## src/rtl/pwmt_pkg.sv

```systemverilog
package pwmt_pkg;

  localparam int NUM_CHANNELS_DEF = 4;
  localparam int COUNT_WIDTH_DEF  = 16;
  localparam int MAX_CHANNELS     = 4;
  localparam int DUTY_W           = 16;
  localparam int RES_W            = 5;
  localparam int PRESC_W          = 16;
  localparam int ADDR_W           = 3;
  localparam int APB_DATA_W       = 32;

  localparam logic [RES_W-1:0]   RES_RESET   = 5'd16;
  localparam logic [RES_W-1:0]   RES_MAX     = 5'd16;
  localparam logic [RES_W-1:0]   RES_MIN     = 5'd1;
  localparam logic [PRESC_W-1:0] PRESC_RESET = 16'd0;

  localparam logic REG_RESOLUTION = 1'b0;
  localparam logic REG_PRESCALER  = 1'b1;

  typedef enum logic [1:0] {
    OP_TICK    = 2'd0,
    OP_DUTY    = 2'd1,
    OP_ENABLE  = 2'd2,
    OP_DISABLE = 2'd3
  } opcode_t;

  typedef struct packed {
    logic [RES_W-1:0]   resolution_bits;
    logic [PRESC_W-1:0] prescaler;
  } cfg_t;

  typedef struct packed {
    logic [MAX_CHANNELS-1:0] pwm_levels;
    logic [15:0]             count_now;
    logic                    update_event;
  } result_t;

endpackage

```

## src/rtl/four_channel_pwm_timer.sv

```systemverilog
// Each result is registered in the output stage before it appears on out_.
// Throughput: one request per cycle while in_tready is high; state and result
// come from one pass of logic between the timer registers and a two-entry
// output stage. in_tready drops only while both entries hold results.
// Reset: synchronous, active low; counters, compares and enables clear,
// resolution returns to 16 and prescaler to 0.
module four_channel_pwm_timer #(
  parameter int NUM_CHANNELS = pwmt_pkg::NUM_CHANNELS_DEF,
  parameter int COUNT_WIDTH  = pwmt_pkg::COUNT_WIDTH_DEF
) (
  input  logic                              clk,
  input  logic                              rst_n,
  input  logic                              in_tvalid,
  output logic                              in_tready,
  input  logic [15:0]                       in_tdata,   // duty[15:0]
  input  logic [3:0]                        in_tuser,   // opcode[1:0], channel[3:2]
  output logic                              out_tvalid,
  input  logic                              out_tready,
  output logic [23:0]                       out_tdata,  // pwm_levels[3:0], count_now[19:4]
  output logic [0:0]                        out_tuser,  // update_event[0]
  input  logic                              cfg_psel,
  input  logic                              cfg_penable,
  input  logic                              cfg_pwrite,
  input  logic [pwmt_pkg::ADDR_W-1:0]       cfg_paddr,
  input  logic [pwmt_pkg::APB_DATA_W-1:0]   cfg_pwdata,
  output logic [pwmt_pkg::APB_DATA_W-1:0]   cfg_prdata,
  output logic                              cfg_pready
);

  pwmt_pkg::cfg_t    cfg_r, cfg_nxt;
  pwmt_pkg::result_t core_result;
  pwmt_pkg::result_t out_result;
  logic              cfg_wr;
  logic              in_accept;

  assign cfg_pready = 1'b1;
  assign cfg_wr     = cfg_psel && cfg_penable && cfg_pwrite && cfg_pready;

  always_comb begin
    cfg_nxt = cfg_r;
    if (cfg_wr) begin
      unique case (cfg_paddr[2])
        pwmt_pkg::REG_RESOLUTION:
          cfg_nxt.resolution_bits = cfg_pwdata[pwmt_pkg::RES_W-1:0];
        pwmt_pkg::REG_PRESCALER:
          cfg_nxt.prescaler = cfg_pwdata[pwmt_pkg::PRESC_W-1:0];
      endcase
    end
  end

  always_comb begin
    unique case (cfg_paddr[2])
      pwmt_pkg::REG_RESOLUTION:
        cfg_prdata = pwmt_pkg::APB_DATA_W'(cfg_r.resolution_bits);
      pwmt_pkg::REG_PRESCALER:
        cfg_prdata = pwmt_pkg::APB_DATA_W'(cfg_r.prescaler);
    endcase
  end

  always_ff @(posedge clk) begin
    if (!rst_n) begin
      cfg_r.resolution_bits <= pwmt_pkg::RES_RESET;
      cfg_r.prescaler       <= pwmt_pkg::PRESC_RESET;
    end else begin
      cfg_r <= cfg_nxt;
    end
  end

  assign in_accept = in_tvalid && in_tready;

  pwmt_core #(
    .NUM_CHANNELS (NUM_CHANNELS),
    .COUNT_WIDTH  (COUNT_WIDTH)
  ) u_core (
    .clk       (clk),
    .rst_n     (rst_n),
    .in_accept (in_accept),
    .opcode    (pwmt_pkg::opcode_t'(in_tuser[1:0])),
    .channel   (in_tuser[3:2]),
    .duty      (in_tdata),
    .cfg       (cfg_r),
    .result    (core_result)
  );

  pwmt_obuf u_obuf (
    .clk       (clk),
    .rst_n     (rst_n),
    .push      (in_accept),
    .push_data (core_result),
    .ready     (in_tready),
    .out_valid (out_tvalid),
    .out_ready (out_tready),
    .out_data  (out_result)
  );

  assign out_tdata = {4'b0000, out_result.count_now, out_result.pwm_levels};
  assign out_tuser = out_result.update_event;

  a_reset_empty: assert property (@(posedge clk) !rst_n |=> !out_tvalid)
    else $error("result pending right after reset");

  a_wrap_zero: assert property (@(posedge clk) disable iff (!rst_n)
    out_tvalid && out_tuser[0] |-> out_tdata[19:4] == 16'd0)
    else $error("update event with nonzero counter");

  a_stall_cause: assert property (@(posedge clk) disable iff (!rst_n)
    !in_tready |-> out_tvalid && $past(out_tvalid && !out_tready))
    else $error("input stalled without output backpressure");

endmodule

```

## src/rtl/pwmt_core.sv

```systemverilog
module pwmt_core #(
  parameter int NUM_CHANNELS = pwmt_pkg::NUM_CHANNELS_DEF,
  parameter int COUNT_WIDTH  = pwmt_pkg::COUNT_WIDTH_DEF
) (
  input  logic                          clk,
  input  logic                          rst_n,
  input  logic                          in_accept,
  input  pwmt_pkg::opcode_t             opcode,
  input  logic [1:0]                    channel,
  input  logic [pwmt_pkg::DUTY_W-1:0]   duty,
  input  pwmt_pkg::cfg_t                cfg,
  output pwmt_pkg::result_t             result
);

  localparam logic [15:0] CNT_MASK = 16'((17'd1 << COUNT_WIDTH) - 17'd1);

  logic [pwmt_pkg::PRESC_W-1:0] prescale_r, prescale_nxt;
  logic [COUNT_WIDTH-1:0]       count_r, count_nxt;
  logic [COUNT_WIDTH-1:0]       preload_r [NUM_CHANNELS];
  logic [COUNT_WIDTH-1:0]       preload_nxt [NUM_CHANNELS];
  logic [COUNT_WIDTH-1:0]       active_r [NUM_CHANNELS];
  logic [COUNT_WIDTH-1:0]       active_nxt [NUM_CHANNELS];
  logic [NUM_CHANNELS-1:0]      enable_r, enable_nxt;

  logic [pwmt_pkg::RES_W-1:0] eff_res;
  logic [3:0]                 shift_amt;
  logic [15:0]                period;
  logic [COUNT_WIDTH-1:0]     preload_val;
  logic                       update;
  logic [pwmt_pkg::MAX_CHANNELS-1:0] levels;

  always_comb begin
    if (cfg.resolution_bits < pwmt_pkg::RES_MIN) begin
      eff_res = pwmt_pkg::RES_MIN;
    end else if (cfg.resolution_bits > pwmt_pkg::RES_MAX) begin
      eff_res = pwmt_pkg::RES_MAX;
    end else begin
      eff_res = cfg.resolution_bits;
    end
    shift_amt   = 4'(pwmt_pkg::RES_MAX - eff_res);
    period      = (16'hffff >> shift_amt) & CNT_MASK;
    preload_val = COUNT_WIDTH'(duty >> shift_amt);
  end

  always_comb begin
    prescale_nxt = prescale_r;
    count_nxt    = count_r;
    preload_nxt  = preload_r;
    active_nxt   = active_r;
    enable_nxt   = enable_r;
    update       = 1'b0;
    if (in_accept) begin
      unique case (opcode)
        pwmt_pkg::OP_TICK: begin
          if (prescale_r >= cfg.prescaler) begin
            prescale_nxt = '0;
            if (16'(count_r) >= period) begin
              count_nxt  = '0;
              update     = 1'b1;
              active_nxt = preload_r;
            end else begin
              count_nxt = count_r + COUNT_WIDTH'(1);
            end
          end else begin
            prescale_nxt = prescale_r + pwmt_pkg::PRESC_W'(1);
          end
        end
        pwmt_pkg::OP_DUTY: begin
          for (int n = 0; n < NUM_CHANNELS; n++) begin
            if (channel == 2'(n)) preload_nxt[n] = preload_val;
          end
        end
        pwmt_pkg::OP_ENABLE: begin
          for (int n = 0; n < NUM_CHANNELS; n++) begin
            if (channel == 2'(n)) enable_nxt[n] = 1'b1;
          end
        end
        pwmt_pkg::OP_DISABLE: begin
          for (int n = 0; n < NUM_CHANNELS; n++) begin
            if (channel == 2'(n)) enable_nxt[n] = 1'b0;
          end
        end
      endcase
    end
  end

  always_comb begin
    levels = '0;
    for (int n = 0; n < NUM_CHANNELS; n++) begin
      levels[n] = enable_nxt[n] && (count_nxt < active_nxt[n]);
    end
    result.pwm_levels   = levels;
    result.count_now    = 16'(count_nxt);
    result.update_event = update;
  end

  always_ff @(posedge clk) begin
    if (!rst_n) begin
      prescale_r <= '0;
      count_r    <= '0;
      enable_r   <= '0;
      for (int n = 0; n < NUM_CHANNELS; n++) begin
        preload_r[n] <= '0;
        active_r[n]  <= '0;
      end
    end else begin
      prescale_r <= prescale_nxt;
      count_r    <= count_nxt;
      enable_r   <= enable_nxt;
      preload_r  <= preload_nxt;
      active_r   <= active_nxt;
    end
  end

endmodule

```

## src/rtl/pwmt_obuf.sv

```systemverilog
module pwmt_obuf (
  input  logic              clk,
  input  logic              rst_n,
  input  logic              push,
  input  pwmt_pkg::result_t push_data,
  output logic              ready,
  output logic              out_valid,
  input  logic              out_ready,
  output pwmt_pkg::result_t out_data
);

  logic              main_valid_r, main_valid_nxt;
  logic              skid_valid_r, skid_valid_nxt;
  pwmt_pkg::result_t main_data_r, main_data_nxt;
  pwmt_pkg::result_t skid_data_r, skid_data_nxt;

  assign ready     = !skid_valid_r;
  assign out_valid = main_valid_r;
  assign out_data  = main_data_r;

  always_comb begin
    main_valid_nxt = main_valid_r;
    skid_valid_nxt = skid_valid_r;
    main_data_nxt  = main_data_r;
    skid_data_nxt  = skid_data_r;
    if (main_valid_r && !out_ready) begin
      if (push) begin
        skid_valid_nxt = 1'b1;
        skid_data_nxt  = push_data;
      end
    end else if (skid_valid_r) begin
      main_valid_nxt = 1'b1;
      main_data_nxt  = skid_data_r;
      skid_valid_nxt = 1'b0;
    end else begin
      main_valid_nxt = push;
      main_data_nxt  = push_data;
    end
  end

  always_ff @(posedge clk) begin
    if (!rst_n) begin
      main_valid_r <= 1'b0;
      skid_valid_r <= 1'b0;
    end else begin
      main_valid_r <= main_valid_nxt;
      skid_valid_r <= skid_valid_nxt;
    end
  end

  always_ff @(posedge clk) begin
    main_data_r <= main_data_nxt;
    skid_data_r <= skid_data_nxt;
  end

endmodule
```

## config.mk

```make
export PLATFORM = sky130hd
export DESIGN_NAME = four_channel_pwm_timer
export DESIGN_NICKNAME = d
export VERILOG_FILES = /design/src/rtl/pwmt_pkg.sv /design/src/rtl/four_channel_pwm_timer.sv /design/src/rtl/pwmt_core.sv /design/src/rtl/pwmt_obuf.sv
export SDC_FILE = /design/constraint.sdc
export NUM_CORES = 1
export LEC_CHECK = 0
export ABC_AREA = 1
export ABC_CLOCK_PERIOD_IN_PS = 11400
export BUFFER_PORTS_ARGS = -buffer_cell sky130_fd_sc_hd__buf_4
export CORE_ASPECT_RATIO = 1.4
export CORE_MARGIN = 2
export CORE_UTILIZATION = 50
export CTS_BUF_LIST = sky130_fd_sc_hd__clkbuf_8
export CTS_CLUSTER_SIZE = 40
export DETAILED_ROUTE_END_ITERATION = 6
export GPL_ROUTABILITY_DRIVEN = 0
export PLACE_DENSITY = 0.75
export SYNTH_ARGS = -nofsm -noshare
export SYNTH_HDL_FRONTEND = slang
export SYNTH_SLANG_ARGS = --single-unit
```

## constraint.sdc

```tcl
create_clock -name clk -period 11.4 [get_ports clk]
set_input_delay 3.42 -clock clk [delete_from_list [all_inputs] [get_ports clk]]
set_output_delay 3.42 -clock clk [all_outputs]
set_load 0.005 [all_outputs]
```

======== Word-level counts from Yosys, hierarchy flattened ========
Cells that the tools add are included.
cells by class
  add/sub/neg operators ................... 3
  order comparisons ....................... 8
  equality and inequality tests ........... 6
  shifts and indexed selects .............. 2
  muxes and demuxes ....................... 28
  bitwise gates (word level) .............. 1
  reductions and logical operators ........ 21
operators with widths
  cell                   count
  $mux 64                4
  $mux 16                5
  $lt 16x16->1           4
  $pmux 32 s2            1
  $add 16x1->16 const B  2
  $ge 16x16->1           2
  $mux 21                1
  $shr 16x4->16          1
  $shr 16x4->16 const A  1
  $mux 1                 13
  $mux 4                 3
  $reduce_and 3->1       4
  $reduce_and 2->1       5
  $eq 2x2->1 const B     4
  $logic_and 1x1->1      8
  $pmux 4 s2             1
  $gt 5x5->1 const B     1
  $lt 5x1->1 const B     1
  $eq 2x1->1 const B     2
  $logic_not 2->1        2
  $sub 1x4->4 const A    1
  $logic_not 1->1        2
  $not 1->1              1
storage, ports and cells
  register bits after elaboration ......... 229
  input bits .............................. 62
  output and inout bits ................... 60
  word-level logic and storage cells ...... 90

======== Longest topological paths before layout ========
  word-level depth ........................ 13
  mapped depth ............................ 38

======== Cells and area by module ========
A second synthesis with hierarchy kept.
second synthesis, totals
  cells, all modules ...................... 1482
  area, all modules ....................... 12081.6 um^2
by module, submodules not included
  module                  times used  cells each  area an instance (um^2)  seq. area each (um^2)
  pwmt_core               1           1163        9172.5                   3283.1
  pwmt_obuf               1           121         1615.3                   1301.2
  four_channel_pwm_timer  1           198         1293.7                   420.4

======== Worst setup path before layout ========
OpenSTA, ideal clock, no wires.
  path type ............................... input port to output port
  start point ............................. in cfg_paddr[2] (netlist name)
  end point ............................... out cfg_prdata[10] (netlist name)
  arrival time ............................ 3.806 ns
  data required time ...................... 7.980 ns
  path slack .............................. 4.174 ns
  stages on the path ...................... 3
  path buffers ............................ 1
  cells stage by stage .................... clkbuf_1 -> nand2_1 -> inv_1
between the ends
  cells in the longest elaborated chain, start to end .. 2
ends and longest elaborated chain
  what                        RTL line                      RTL
  start: declaration          four_channel_pwm_timer.sv:24  input logic [pwmt_pkg::ADDR_W-1:0] cfg_paddr,
  $not 1->1 (no source line)  --
  $pmux 32 s2 (*)             four_channel_pwm_timer.sv:52  unique case (cfg_paddr[2])
  end: declaration            four_channel_pwm_timer.sv:26  output logic [pwmt_pkg::APB_DATA_W-1:0] cfg_prdata,
Mark *: on every way between the ends. The rest lies on a longest branch, timed or not. The select of a mux whose other input is x is not followed.

======== Final worst setup path ========
  start point ............................. in cfg_paddr[2] (netlist name)
  end point ............................... out cfg_prdata[2] (netlist name)
The elaborated chain is that of the path after synthesis.

==> results.py <==
metrics = {
    "outcome": {
        "status": "completed",
    },
    "global_routing": {
        "grt_max_degree": 83,
        "grt-busiest-layer": "met2",
        "grt_pass1_vias": 9675,
        "antenna_found_initial": 0,
        "grtUsageTotal": 0.2392,
        "grtUsageMet1": 0.2554,
        "grt_pass1_wl_um": 47530,
        "grt_util_met2": 0.4521,
        "use_met3": 0.03595,
        "grt_overflow": 0,
    },
    "die": {
        "die_w_um": 134.0,
        "rows": 66,
        "die_h_um": 186.0,
        "dieArea_um2": 24930,
        "start_util": 0.5099,
        "core_area_um2": 23200,
        "num_io_pins": 122,
    },
    "power_and_ir_drop": {
        "p_total_w": 0.001744,
        "cellPowerDensity_nw_per_um2": 131.0,
        "ir_drop_v": 0.00006016,
        "p_leak_nw": 6.528,
    },
    "yosys": {
        "synth_edf_count": 42,
        "synth_common_cells": "259 x nand2_1, 187 x dfxtp_1, 157 x o21ai_0",
        "synth_top_area_share": 0.3164,
        "yosys.area.top_type": "dfxtp_1",
        "mappedNetlistArea_um2": 11830,
        "synth_area_leaders": "dfxtp_1 32%, edfxtp_1 11%, ha_1 10%, nand2_1 8.2%, o21ai_0 6.6%",
        "avgSynthCellArea_um2": 8.043,
        "syn_inst": 1471,
        "yosysUniqueCellTypes": 51,
        "synth_ff_type": "dfxtp_1",
        "yosys_register_bits": 229,
        "ys_warn_count": 0,
        "synth-async-reset-ratio": 0,
        "yosysMostFrequentCell": "nand2_1",
        "ys_seq_area_frac": 0.4230,
    },
    "critical_path": {
        "crit_arrival_ns": 4.09,
        "slowest_stage": "o21ai_0",
        "crit_required_ns": 7.98,
        "crit_path_max_fanout": 23,
        "critPathLaunchType": "input pin",
        "worst_r2r_startpoint": "cfg_r[18]",
        "cp-startpoint": "cfg_paddr[2]",
        "timing.rr.end": "u_obuf.skid_data_r[17]",
        "reg2reg_depth": 30,
        "rrSetupSlack_ns": 4.26,
        "slowest_delay_ns": 0.30,
        "critical-path-top-cell-by-count": "buf_4",
        "critPathKind": "in -> out",
        "crit_chain": "buf_4 > o21ai_0 > buf_4",
        "endpoint": "cfg_prdata[2]",
        "cp-end-kind": "primary output",
    },
    "detailed_routing": {
        "vias_per_cell": 5.388,
        "num_vias": 10060,
        "wire_per_inst_um": 15.79,
        "drcViolationCount": 0,
        "drt_iter0_markers": 552,
        "drt-total-wl_um": 29500,
        "dr.pass1.iters": 5,
        "ant_nets": 0,
    },
    "sta": {
        "slew_violations": 0,
        "period_minus_slack_ns": 7.508,
        "slew_headroom": 0.3624,
        "whs_ns": 0.4766,
        "fmaxAchievable_mhz": 133.2,
        "worst_pin_slew_ns": 0.9553,
        "hold_viol": 0,
        "finalSetupViolCount": 0,
        "fin_crit_sh": 0.6586,
        "finClkSkew_ns": 0.02929,
        "rsz0062_at_grt": "no",
        "fin_setup_tns_ns": 0,
    },
    "clock_network": {
        "cts.path.max_buffers": 3,
        "clockRootBuffer": "clkbuf_8",
        "cts_tree": "yes",
        "cts.sinks": 229,
        "cts_resized": 0,
        "cts-hold-fix-buffers": 0,
        "postCtsSetupBuffers": 0,
        "cts_buffers": 35,
        "clk_pin_slew_ns": 0.06,
        "h-tree-depth": 2,
        "clock_latency_ns": 0.54,
    },
    "layout": {
        "num_antenna_cells": 0,
        "layout-drive-gt1-share": 0.1159,
        "fin_area_um2": 13310,
        "utilization": 0.5737,
        "finalNetCount": 1693,
        "area_growth_pct": 12.51,
    },
    "min_path": {
        "worst_hold_path_type": "reg -> reg",
    },
    "placed_design": {
        "place_area_um2": 12560,
        "place_hpwl_um": 21110,
        "numPortBuffers": 82,
    },
    "job": {
        "cap_violations": 0,
    },
}
placed cells by master (no fill, tap or decap), types with 13 or more instances in the layout:
| master | instances |
|---|---|
| nand4_1 | 13 |
| dfxtp_1 | 187 |
| nor2_1 | 148 |
| nand2_1 | 259 |
| buf_4 | 88 |
| conb_1 | 21 |
| mux2i_1 | 60 |
| ha_1 | 96 |
| clkbuf_8 | 47 |
| inv_1 | 150 |
| o21ai_0 | 157 |
| a21oi_1 | 129 |
| edfxtp_1 | 42 |
| nor3_1 | 22 |
| nand3_1 | 39 |
cells by family after synthesis:
family,count (synthesis),share of synthesized area
AO/OA/AOI/OAI,332,0.1499
adder cells (fa/ha/maj),96,0.1015
flip-flops,229,0.4230
buffers and inverters,235,0.08323
other,2,0.0006348
multiplexers,60,0.05076
XOR/XNOR,8,0.005922
AND/OR/NAND/NOR,509,0.1851
worst max-delay path, delay by kind of cell:
kind            cells  cell delay, ns
buf+inv             2            0.36
compound gates      1            0.30
sequential cells by signal, indices dropped and copies added, names as in the netlist:
name / cells
u_core.active_r: 64
u_core.preload_r: 64
cfg_r: 21
u_obuf.out_data: 21
u_obuf.skid_data_r: 21
u_core.count_r: 16
u_core.prescale_r: 16
u_core.enable_r: 4
u_obuf.out_valid: 1
u_obuf.skid_valid_r: 1
per-stage QoR:
step	worst slack, ns	instances
3_5_place_dp	3.911	1804
3_3_place_gp	3.912	1804
4_1_cts	3.911	1868
6_report	3.892	1868
2_1_floorplan	4.174	1490
5_1_grt	3.442	1868
per-layer routing:
layer	share of wire	routed length, um
met1	0.38	11340
met2	0.52	15390
met3	0.046	1370
met4	0.047	1396
met5	0	0
cell type report:
type,count,area [um2]
Clock inverter,17,106.4
Clock buffer,47,646.9
Sequential cell,229,5005
Timing Repair Buffer,88,660.6
Fill cell,2103,9893
Tap cell,306,382.9
Multi-Input combinational cell,1026,5926
Inverter,155,584.3
power by group:
part | internal [W] | switching [W]
Combinational | 0.0000582 | 0.000116
Clock | 0.000393 | 0.000326
Sequential | 0.000841 | 0.00000890
how the worst min path moves through the flow:
stage                              startpoint                   to  slack [ns]  depth (start not counted)
after global placement    u_core.active_r[32]  u_core.active_r[32]        0.46                          2
after floorplan            u_core.active_r[0]   u_core.active_r[0]        0.45                          2
after detailed placement  u_core.active_r[16]  u_core.active_r[16]        0.47                          2
after CTS                 u_core.active_r[16]  u_core.active_r[16]        0.48                          2
final                     u_core.active_r[16]  u_core.active_r[16]        0.48                          2
after global routing                 cfg_r[2]             cfg_r[2]        0.50                          2
Note: power is estimated with default switching activity, not from simulation.
